`config.mk`:
```
export PLATFORM = sky130hd
export DESIGN_NAME = modular_exponentiation_top
export DESIGN_NICKNAME = d
export VERILOG_FILES = /design/src/rtl/modexp_pkg.sv /design/src/rtl/modexp_mulser.sv /design/src/rtl/modular_exponentiation_top.sv
export SDC_FILE = /design/constraint.sdc
export NUM_CORES = 1
export LEC_CHECK = 0
export BUFFER_PORTS_ARGS = -buffer_cell sky130_fd_sc_hd__buf_2
export CORE_ASPECT_RATIO = 0.6
export CORE_UTILIZATION = 37
export CTS_CLUSTER_DIAMETER = 200
export CTS_CLUSTER_SIZE = 30
export DETAILED_ROUTE_END_ITERATION = 16
export SYNTH_ARGS = -nofsm -noshare
export SYNTH_HDL_FRONTEND = slang
export SYNTH_SLANG_ARGS = --single-unit
```
`constraint.sdc`:
```
create_clock -name clk -period 6.3 [get_ports clk]
set_clock_uncertainty 0.2 [all_clocks]
set_input_delay 0.315 -clock clk [delete_from_list [all_inputs] [get_ports clk]]
set_output_delay 0.315 -clock clk [all_outputs]
set_load 0.02 [all_outputs]
```
`src/rtl/modexp_pkg.sv`:
```
`timescale 1ns / 1ps
// ----------------------------------------------------------------------------
// Modular exponentiation package
// Operand width, word types and constants shared by the exponentiation block
// and its serial modular multiplier.
// ----------------------------------------------------------------------------
package modexp_pkg;

  // Width of base, exponent, modulus and result
  localparam int OPERAND_BITS = 31;
  // Step counter of the serial multiplier must hold OPERAND_BITS itself
  localparam int STEP_CNT_W   = $clog2(OPERAND_BITS + 1);

  typedef logic [OPERAND_BITS-1:0] operand_t;
  typedef logic [STEP_CNT_W-1:0]   step_cnt_t;

  localparam operand_t  OPER_ZERO  = '0;
  localparam operand_t  OPER_ONE   = OPERAND_BITS'(1);
  localparam step_cnt_t STEP_COUNT = STEP_CNT_W'(OPERAND_BITS);

  // Input word
  typedef struct packed {
    operand_t base_value;
    operand_t exponent_value;
    operand_t modulus_value;
  } operand_word_t;

  // Output word
  typedef struct packed {
    operand_t power_result;
    logic     bad_modulus;
  } result_word_t;

endpackage

```
`src/rtl/modexp_mulser.sv`:
```
`timescale 1ns / 1ps
// ----------------------------------------------------------------------------
// Serial modular multiplier
// Computes a * b mod m for a < m, m nonzero, scanning b one bit per cycle
// from the MSB (double, conditionally add a, reduce). Once all OPERAND_BITS
// bits are done, done pulses for one cycle and product holds the result.
// ----------------------------------------------------------------------------
module modexp_mulser import modexp_pkg::*; (
  input  logic     clk,
  input  logic     rst,
  input  logic     start,
  input  operand_t mul_a,
  input  operand_t mul_b,
  input  operand_t mul_m,
  output logic     done,
  output operand_t product
);

  localparam int SUM_W = OPERAND_BITS + 3;

  operand_t  acc;
  operand_t  mult;
  operand_t  modv;
  operand_t  bsr;
  step_cnt_t cnt;
  logic      busy;

  logic [SUM_W-1:0] sum;
  logic [SUM_W-1:0] diff1;
  logic [SUM_W-1:0] diff2;
  operand_t         acc_next;

  // One step: sum = 2*acc + bit*a (< 3m), then subtract m or 2m
  always_comb begin
    sum   = {2'b00, acc, 1'b0} + (bsr[OPERAND_BITS-1] ? {3'b000, mult} : '0);
    diff1 = sum - {3'b000, modv};
    diff2 = sum - {2'b00, modv, 1'b0};
    if (!diff2[SUM_W-1]) begin
      acc_next = diff2[OPERAND_BITS-1:0];
    end else if (!diff1[SUM_W-1]) begin
      acc_next = diff1[OPERAND_BITS-1:0];
    end else begin
      acc_next = sum[OPERAND_BITS-1:0];
    end
  end

  // Control: step counter, busy and done pulse
  always_ff @(posedge clk) begin
    if (rst) begin
      busy <= 1'b0;
      done <= 1'b0;
      cnt  <= '0;
    end else begin
      done <= 1'b0;
      if (start) begin
        busy <= 1'b1;
        cnt  <= STEP_COUNT;
      end else if (busy) begin
        cnt <= cnt - step_cnt_t'(1);
        if (cnt == step_cnt_t'(1)) begin
          busy <= 1'b0;
          done <= 1'b1;
        end
      end
    end
  end

  // Datapath: operand latch and shift register for b
  always_ff @(posedge clk) begin
    if (start) begin
      acc  <= OPER_ZERO;
      mult <= mul_a;
      modv <= mul_m;
      bsr  <= mul_b;
    end else if (busy) begin
      acc <= acc_next;
      bsr <= {bsr[OPERAND_BITS-2:0], 1'b0};
    end
  end

  assign product = acc;

endmodule

```
`src/rtl/modular_exponentiation_top.sv`:
```
`timescale 1ns / 1ps
// ----------------------------------------------------------------------------
// Modular exponentiation top level
// Right-to-left binary square-and-multiply: base^exponent mod modulus.
// ----------------------------------------------------------------------------
// One word at a time. A word with a zero modulus (flagged bad_modulus, result
// 0) or a zero exponent (result 1) goes straight to FINISH. Otherwise the base
// is first reduced mod modulus, then the multiplier runs a square for every
// exponent bit below the highest set bit and a multiply for every set bit;
// the result is then loaded into the output register. All multiplications
// share one bit-serial modular multiplier that handles one multiplier bit per
// cycle. The output register lets a new word be accepted while the previous
// result is still stalled.
// ----------------------------------------------------------------------------
module modular_exponentiation_top import modexp_pkg::*; (
  input  logic          clk,
  input  logic          rst,
  input  logic          operand_valid,
  output logic          operand_stall,
  input  operand_word_t operand,
  output logic          result_valid,
  input  logic          result_stall,
  output result_word_t  result
);

  typedef enum logic [4:0] {
    S_IDLE   = 5'b00001,
    S_REDUCE = 5'b00010,
    S_MULR   = 5'b00100,
    S_SQR    = 5'b01000,
    S_FINISH = 5'b10000
  } state_t;

  state_t   state;
  state_t   state_next;
  operand_t xv;
  operand_t xv_next;
  operand_t nv;
  operand_t nv_next;
  operand_t mv;
  operand_t mv_next;
  operand_t res;
  operand_t res_next;
  logic     bad;
  logic     bad_next;

  logic     mul_start;
  operand_t mul_a;
  operand_t mul_b;
  operand_t mul_m;
  logic     mul_done;
  operand_t mul_p;
  operand_t n_shift;
  operand_t res_init;
  logic     in_take;
  logic     out_load;

  assign in_take  = operand_valid && !operand_stall;
  assign out_load = (state == S_FINISH) && (!result_valid || !result_stall);
  assign n_shift  = {1'b0, nv[OPERAND_BITS-1:1]};
  // 1 mod m for the running result
  assign res_init = (mv == OPER_ONE) ? OPER_ZERO : OPER_ONE;

  modexp_mulser u_mulser (
    .clk     (clk),
    .rst     (rst),
    .start   (mul_start),
    .mul_a   (mul_a),
    .mul_b   (mul_b),
    .mul_m   (mul_m),
    .done    (mul_done),
    .product (mul_p)
  );

  // Sequencer: picks the next multiplication as soon as one finishes
  always_comb begin
    state_next = state;
    xv_next    = xv;
    nv_next    = nv;
    mv_next    = mv;
    res_next   = res;
    bad_next   = bad;
    mul_start  = 1'b0;
    mul_a      = xv;
    mul_b      = xv;
    mul_m      = mv;
    unique case (state)
      S_IDLE: begin
        if (in_take) begin
          xv_next  = operand.base_value;
          nv_next  = operand.exponent_value;
          mv_next  = operand.modulus_value;
          bad_next = 1'b0;
          if (operand.modulus_value == OPER_ZERO) begin
            res_next   = OPER_ZERO;
            bad_next   = 1'b1;
            state_next = S_FINISH;
          end else if (operand.exponent_value == OPER_ZERO) begin
            res_next   = OPER_ONE;
            state_next = S_FINISH;
          end else begin
            // base mod m as 1 * base mod m
            mul_start  = 1'b1;
            mul_a      = OPER_ONE;
            mul_b      = operand.base_value;
            mul_m      = operand.modulus_value;
            state_next = S_REDUCE;
          end
        end
      end
      S_REDUCE: begin
        if (mul_done) begin
          xv_next   = mul_p;
          res_next  = res_init;
          mul_start = 1'b1;
          if (nv[0]) begin
            mul_a      = res_init;
            mul_b      = mul_p;
            state_next = S_MULR;
          end else begin
            mul_a      = mul_p;
            mul_b      = mul_p;
            state_next = S_SQR;
          end
        end
      end
      S_MULR: begin
        if (mul_done) begin
          res_next = mul_p;
          if (n_shift == OPER_ZERO) begin
            state_next = S_FINISH;
          end else begin
            mul_start  = 1'b1;
            state_next = S_SQR;
          end
        end
      end
      S_SQR: begin
        // n_shift is nonzero here, so another multiplication always follows
        if (mul_done) begin
          xv_next   = mul_p;
          nv_next   = n_shift;
          mul_start = 1'b1;
          if (n_shift[0]) begin
            mul_a      = res;
            mul_b      = mul_p;
            state_next = S_MULR;
          end else begin
            mul_a      = mul_p;
            mul_b      = mul_p;
            state_next = S_SQR;
          end
        end
      end
      S_FINISH: begin
        if (out_load) begin
          state_next = S_IDLE;
        end
      end
      default: begin
        state_next = S_IDLE;
      end
    endcase
  end

  // Control state
  always_ff @(posedge clk) begin
    if (rst) begin
      state        <= S_IDLE;
      result_valid <= 1'b0;
    end else begin
      state <= state_next;
      if (out_load) begin
        result_valid <= 1'b1;
      end else if (!result_stall) begin
        result_valid <= 1'b0;
      end
    end
  end

  // Working registers and output word
  always_ff @(posedge clk) begin
    xv  <= xv_next;
    nv  <= nv_next;
    mv  <= mv_next;
    res <= res_next;
    bad <= bad_next;
    if (out_load) begin
      result.power_result <= res;
      result.bad_modulus  <= bad;
    end
  end

  assign operand_stall = (state != S_IDLE);

  // A flagged modulus always comes with a zero result
  assert property (@(posedge clk) disable iff (rst)
    result_valid && result.bad_modulus |-> result.power_result == OPER_ZERO)
    else $error("bad_modulus set with nonzero power_result");

  // The multiplier only finishes while the sequencer waits for it
  assert property (@(posedge clk) disable iff (rst)
    mul_done |-> (state == S_REDUCE || state == S_MULR || state == S_SQR))
    else $error("multiplier done outside a multiply state");

  // Leaving FINISH always presents a result
  assert property (@(posedge clk) disable iff (rst)
    out_load |=> result_valid && state == S_IDLE)
    else $error("finished word not presented on the result channel");

  // No multiplication starts while a result waits for the output register
  assert property (@(posedge clk) disable iff (rst)
    mul_start |-> !(state == S_FINISH))
    else $error("multiplication started in FINISH");

endmodule

```
==> results of run 1 <==
## metal layers
layer | part of all wire [%] | global-route usage [%]
met3 | 7.5 | 4.35
met1 | 49 | 32.5
met4 | 1.4 | 3.92
met5 | 0 | 0
met2 | 42 | 33.3
## cell type report
cell class	count	area [um^2]	area share, %
Timing Repair Buffer	303	2240	10.3
Tap cell	650	813	3.74
Sequential cell	294	8390	38.6
Clock inverter	1	8.76	0.0403
Clock buffer	20	352	1.62
Inverter	71	269	1.24
Multi-Input combinational cell	1443	9650	44.4
Antenna cell	1	2.50	0.0115
## repair_timing
item	4_1_cts	5_1_grt
endpoints found under the setup margin	1	31
endpoints found under the hold margin	147	0
setup buffers	0	5
gates resized for setup	1	11
pin swaps	0	1
hold buffers	96	0
## cells in the mapped netlist, drive strengths merged, types with 6 or more instances
cell and count:
mux2 33, o311ai 7, nor4 34, a21boi 8, nand4 16, o21ai 87, nand3 44, ha 94
o31a 10, mux2i 68, o31ai 6, or3 13, xor2 20, and2 65, nor3b 6, a211oi 50
nor3 31, clkbuf 74, inv 71, o211ai 18, a221oi 34, o22ai 9, edfxtp 250, a31oi 20
a211o 7, a22oi 9, o21a 24, xnor2 35, dfxtp 44, nor2b 10, a221o 32, a21oi 170
nor2 213, buf 21, and3 10, nand2 172, a21o 24, o21bai 6
## registers in the layout (all words and copies together) (netlist names), 5 cells and up
signal	flops
result	32
mv	31
nv	31
res	31
u_mulser.bsr	31
u_mulser.modv	31
u_mulser.mult	31
u_mulser.product	31
xv	31
state	5
u_mulser.cnt	5
## worst min path at each step
stage,from,to,cells past startpoint
2_1_floorplan,rst,state[2]$_SDFFE_PP0P_,1
3_3_place_gp,res[6]$_DFFE_PP_,result[7]$_DFFE_PP_,0
3_5_place_dp,res[6]$_DFFE_PP_,result[7]$_DFFE_PP_,0
4_1_cts,operand_valid,u_mulser.mult[0]$_DFFE_PP_,3
5_1_grt,operand_valid,u_mulser.mult[0]$_DFFE_PP_,3
6_report,operand_valid,u_mulser.mult[0]$_DFFE_PP_,3
## kinds of logic after synthesis
group                      Yosys count
muxes                              101
DFF                                294
buffers and inverters              166
AOI/OAI and AO/OA                  553
adders and majority gates           97
xor gates and xnor gates            55
and+or+nand+nor                    637
## through the flow
step / util [%] / area, um^2 / TNS, ns / instances
2_1_floorplan: - / 18600 / 0 / 1903
3_5_place_dp: 41.1 / 20300 / -0.109 / 2660
4_1_cts: 43.7 / 21600 / 0 / 2777
6_report: 44.0 / 21700 / 0 / 2783
3_3_place_gp: 41.1 / 20300 / 0 / 2660
5_1_grt: 44.0 / 21700 / 0 / 2782
## worst register-to-register path, cell delays in order, from the launching register on
cell and delay [ns]:
edfxtp_1 0.53, clkbuf_2 0.21, and2_1 0.16, ha_1 0.32
nor2b_1 0.17, o31a_1 0.34, o21a_1 0.27, o21ai_0 0.55
a31oi_1 0.27, o21ba_2 0.27, a211oi_1 0.17, buf_4 0.16
ha_1 0.26, nand4_1 0.20, inv_1 0.06, a221o_1 0.33
o21ai_0 0.21, nor3b_4 0.35, buf_4 0.28, nand2_1 0.18
buf_4 0.22, o31a_1 0.24
==> flow_summary.json, run 1 <==
{
  "finalWorstSetupSlack_ns": 0.244,
  "ys.flop_type": "edfxtp_1",
  "syn_area_mm2": 0.0186,
  "antenna_found_initial": 0,
  "cts_tree": "done",
  "synth.net_count": 2097,
  "drcViolationCount": 0,
  "cp_common_cell": "buf_4",
  "synthAdderAreaFrac_pct": 6.66,
  "worst_setup_path_end_kind": "flip-flop",
  "cts_max_level": 1,
  "fill_cells": 4744,
  "core_area_mm2": 0.0494,
  "maxSlewViolCount": 0,
  "routed_wl_um": 57100,
  "layout.nets": 2320,
  "worst_pin_slew_ns": 0.927,
  "critPathMaxFanout": 10,
  "vias": 16200,
  "avgViaCountPerCell": 5.82,
  "max_freq_mhz": 165,
  "grt_pass1_wl_um": 88700,
  "die-area_mm2": 0.0511,
  "synth_seq_cells": 294,
  "cts_sinks": 294,
  "synthSimpleGateAreaFrac_pct": 16.3,
  "cts_buffers": 13,
  "r2r_setup_slack_ns": 0.24,
  "io_pins": 131,
  "worst_path_max_delay_cell": "o21ai_0",
  "yosysTopAreaCellShare_pct": 40.4,
  "syn_to_final_growth_pct": 17.0,
  "grt-ovfl-total": 0,
  "dpl_worst_slack_ns": -0.109,
  "clkTransAtPathRegs_ns": 0.12,
  "dr.pass1.iters": 7,
  "yosysTopAreaCell": "edfxtp_1",
  "cp_data_arrival_time_ns": 6.29,
  "clkLatencyLatePin_ns": 0.53,
  "drive_gt1_share_pct": 14.0,
  "whs_ns": 0.125,
  "crit_path_end": "u_mulser.product[29]$_SDFFE_PP0P_",
  "io_buffers": 130,
  "drt_iter0_drc": 1431,
  "yosysSeqAreaShare_pct": 45.2,
  "max_slew_margin_pct": 37.9,
  "crit_type": "flip-flop to flip-flop",
  "post-route-min-period_ns": 6.06,
  "final_cell_mix": "edfxtp_1 (250), nor2_1 (209), nand2_1 (169), a21oi_1 (166), buf_2 (130)",
  "dieWidth_um": 291,
  "syn_avg_cell_area_um2": 9.76,
  "synthMuxAreaShare_pct": 5.67,
  "initial_core_util_pct": 37.6,
  "grt_usage_pct": 22.0,
  "rsz0062_at_grt": "false",
  "worstPathRequired_ns": 6.53,
  "synthXorXnorAreaFrac_pct": 2.59,
  "final_common_cell": "edfxtp_1",
  "num_rows": 63,
  "grt_max_degree": 75,
  "hpwl_um": 41800,
  "wl_per_cell_um": 20.5,
  "syn_inst": 1903,
  "setup_violations": 0,
  "synth_top_family_by_area": "compound AO/OA/AOI/OAI gates",
  "root_buffer": "clkbuf_16",
  "synth.yosys.warnings": 0,
  "drv_cap": 0,
  "crit_buf_inv": 5,
  "ys_types": 87,
  "crit_chain": "clkbuf_2, and2_1, ha_1, nor2b_1, o31a_1, o21a_1, o21ai_0, a31oi_1, o21ba_2, a211oi_1, buf_4, ha_1, nand4_1, inv_1, a221o_1, o21ai_0, nor3b_4, buf_4, nand2_1, buf_4, o31a_1",
  "ys_async_sr_fraction_pct": 0,
  "max-clock-path-buffers": 3,
  "hold_violations": 0,
  "synth_edf_count": 250,
  "min_period_over_period_pct": 96.1,
  "crit_family": "compound AO/OA/AOI/OAI gates",
  "cp.depth": 21,
  "rr_worst_depth": 21,
  "rr_endpoint": "u_mulser.product[29]$_SDFFE_PP0P_",
  "synthTopCellsByArea": "edfxtp_1 (40%), ha_1 (6.3%), dfxtp_1 (4.7%)",
  "place_congestion": 0.958,
  "outcome": "finished, final reports clean",
  "grt_pass1_vias": 15700,
  "ant_nets": 0,
  "synth-compound-area-share_pct": 20.1,
  "startpoint_type": "flip-flop",
  "fp.dieH_um": 176,
  "slowest_delay_ns": 0.55,
  "reg2reg_from": "u_mulser.bsr[30]$_DFFE_PP_",
  "crit_start": "u_mulser.bsr[30]$_DFFE_PP_",
  "hold_class": "primary input to flip-flop"
}
Power of run 1 is not shown: default switching activity piles up to over one toggle a cycle in this logic, so the estimate is an artifact.
==> run 2, diff against run 1 <==
--- a/config.mk
+++ b/config.mk
@@ -5,6 +5,7 @@
 export SDC_FILE = /design/constraint.sdc
 export NUM_CORES = 1
 export LEC_CHECK = 0
+export ABC_AREA = 1
 export BUFFER_PORTS_ARGS = -buffer_cell sky130_fd_sc_hd__buf_2
 export CORE_ASPECT_RATIO = 0.6
 export CORE_UTILIZATION = 37
==> run 2 against run 1 <==
Net effect: synthesized cell count rose by 47%; final cell count rose by 32%; sequential cell count did not move; global-route usage rose by 4.8 points; final area rose by 6.3%; via count rose by 24%; sequential share of layout area fell by 2.3 points; worst setup slack improved by 0.10 ns; non-clock buffer count fell by 60; wire length rose by 35%; area after synthesis rose by 11%; clock-buffer cell count did not move.
==> flow_summary.json, run 2 <==
{
  "outcome": "finished, final reports clean",
  "worst_setup_path_end_kind": "flip-flop",
  "layout.nets": 3159,
  "gr-usage-met1_pct": 43.7,
  "ys.flop_type": "edfxtp_1",
  "max_freq_mhz": 168,
  "synth.net_count": 2993,
  "synth_seq_cells": 294,
  "synth.yosys.warnings": 0,
  "io_pins": 131,
  "multi_input_area_mm2": 0.0102,
  "diodes": 0,
  "antenna_found_initial": 3,
  "initial_core_util_pct": 37.7,
  "rsz0062_at_grt": "false",
  "grt_max_degree": 85,
  "yosysTopAreaCell": "edfxtp_1",
  "wl_per_cell_um": 20.9,
  "final_cell_mix": "nand2_1 (805), inv_1 (387), nor2_1 (295), edfxtp_1 (250), a21oi_1 (194)",
  "ys_types": 54,
  "placedCellCount": 3578,
  "syn_area_mm2": 0.0205,
  "drt_iter0_drc": 2398,
  "min_period_over_period_pct": 94.5,
  "grt-ovfl-total": 0,
  "clkLatencyLatePin_ns": 0.55,
  "synthTopCellsByArea": "edfxtp_1 (37%), nand2_1 (15%), inv_1 (7.1%)",
  "cts_tree": "done",
  "worstPathRequired_ns": 6.59,
  "globalRoute.busiestLayer": "met1",
  "drv_cap": 0,
  "regMostFlops": "result",
  "final_common_cell": "nand2_1",
  "layoutNonFillerInstCount": 3686,
  "max_slew_margin_pct": 11.0,
  "grt_util_met2_pct": 35.2,
  "grt_usage_pct": 26.7,
  "synth_common_cells": "nand2_1 (805), inv_1 (388), nor2_1 (296), edfxtp_1 (250), a21oi_1 (195)",
  "vias": 20000,
  "met3_usage_pct": 5.66,
  "maxSlewViolCount": 0,
  "hold_class": "primary input to flip-flop",
  "startpoint_type": "flip-flop",
  "crit_type": "flip-flop to flip-flop",
  "largest_reg_flops": 32,
  "setup_violations": 0,
  "syn_avg_cell_area_um2": 7.34,
  "cts_setup_buffers": 0,
  "ant_nets": 0,
  "num_rows": 66,
  "tns_ns": 0,
  "synth_edf_count": 250,
  "io_buffers": 130,
  "drive_gt1_share_pct": 8.01,
  "max-clock-path-buffers": 3,
  "post-route-min-period_ns": 5.95,
  "worst_pin_slew_ns": 1.32,
  "cts.repair.resized": 0,
  "routed_wl_um": 77000,
  "avgViaCountPerCell": 5.43,
  "synth_most_common_cell": "nand2_1",
  "drcViolationCount": 0,
  "yosysTopAreaCellShare_pct": 36.5,
  "core_area_mm2": 0.0545,
  "syn_inst": 2799,
  "hold_violations": 0,
  "r2r_setup_slack_ns": 0.35,
  "die-area_mm2": 0.0565,
  "area.sequential_mm2": 0.00839,
  "dr.pass1.iters": 6,
  "dieWidth_um": 306,
  "ys_async_sr_fraction_pct": 0,
  "grt_pass1_wl_um": 114000,
  "cts_sinks": 294,
  "cp_data_arrival_time_ns": 6.25,
  "critPathMaxFanout": 10,
  "clkTransAtPathRegs_ns": 0.13,
  "root_buffer": "clkbuf_16",
  "place_congestion": 1.04,
  "fp.dieH_um": 185,
  "yosysSeqAreaShare_pct": 40.8,
  "cts_buffers": 13,
  "syn_to_final_growth_pct": 12.4,
  "cts_max_level": 1,
  "fill_cells": 5592,
  "grt_pass1_vias": 18200,
  "hpwl_um": 60700
}
-- run 2: per-stage QoR --
step / area [um^2] / setup slack, ns / utilization, % / hold WS [ns]
after floorplan: 20500 / 2.16 / - / 0.200
after global placement: 21900 / 0.646 / 40.1 / 0.202
after detailed placement: 21900 / 0.606 / 40.1 / 0.205
after CTS: 23100 / 0.604 / 42.4 / 0.00284
after global routing: 23100 / 0.167 / 42.4 / 0.0232
final: 23100 / 0.348 / 42.4 / 0.00854
-- run 2: cell type report --
class | count | share of cell area (%)
clock inverter | 2 | 0.0758
multi-input combinational | 2016 | 44.3
inverter | 397 | 6.45
tap | 714 | 3.87
clock buffer | 20 | 1.52
timing repair buffer | 243 | 7.47
sequential | 294 | 36.3
-- run 2: logic make-up (layout without fill, tap and decap cells) --
group	after synthesis	after routing	synth area share, %
buffers and inverters	489	662	9.54
xor gates and xnor gates	58	58	2.47
and+or+nand+nor	1379	1379	28.2
adders and majority gates	97	97	6.02
DFF	294	294	40.8
AOI/OAI and AO/OA	482	482	13.0
-- run 2: per-layer routing --
layer,vias up,share of wire [%]
li1,9525,-
met1,9451,51
met2,975,37
met3,70,10
met4,0,1.5
met5,-,0
-- run 2: path summary, 6_finish.rpt --
path | startpoint | end | depth (start not counted)
max | u_mulser.bsr[30]$_DFFE_PP_ | u_mulser.product[18]$_SDFFE_PP0P_ | 24
min | operand[90] | xv[28]$_DFFE_PP_ | 3
max reg2reg | u_mulser.bsr[30]$_DFFE_PP_ | u_mulser.product[18]$_SDFFE_PP0P_ | 24
min reg2reg | bad$_DFFE_PP_ | result[0]$_DFFE_PP_ | 0
-- run 2: what timing repair did --
action                     CTS  global route
hold endpoints to repair   131             0
setup endpoints to repair    0             0
hold buffers                86             0
-- run 2: worst max-delay path, stage by stage, from the launching register on --
cell and delay, ns:
edfxtp_1 0.54, nand2_1 0.08, inv_1 0.06, ha_1 0.19
inv_1 0.08, fa_1 0.44, inv_1 0.10, nand3_1 0.07
nand3_1 0.13, nand3_1 0.10, nand2_1 0.21, nand2_1 0.08
nand2_1 0.14, xor2_1 0.59, inv_1 0.18, ha_1 0.41
nand2_1 0.15, nor2_1 0.19, nand2_1 0.07, o21ai_0 1.02
nand2_1 0.10, nand2_1 0.20, xor2_1 0.34, a21oi_1 0.11
a21oi_1 0.14
Power of run 2 is left out for the same reason.
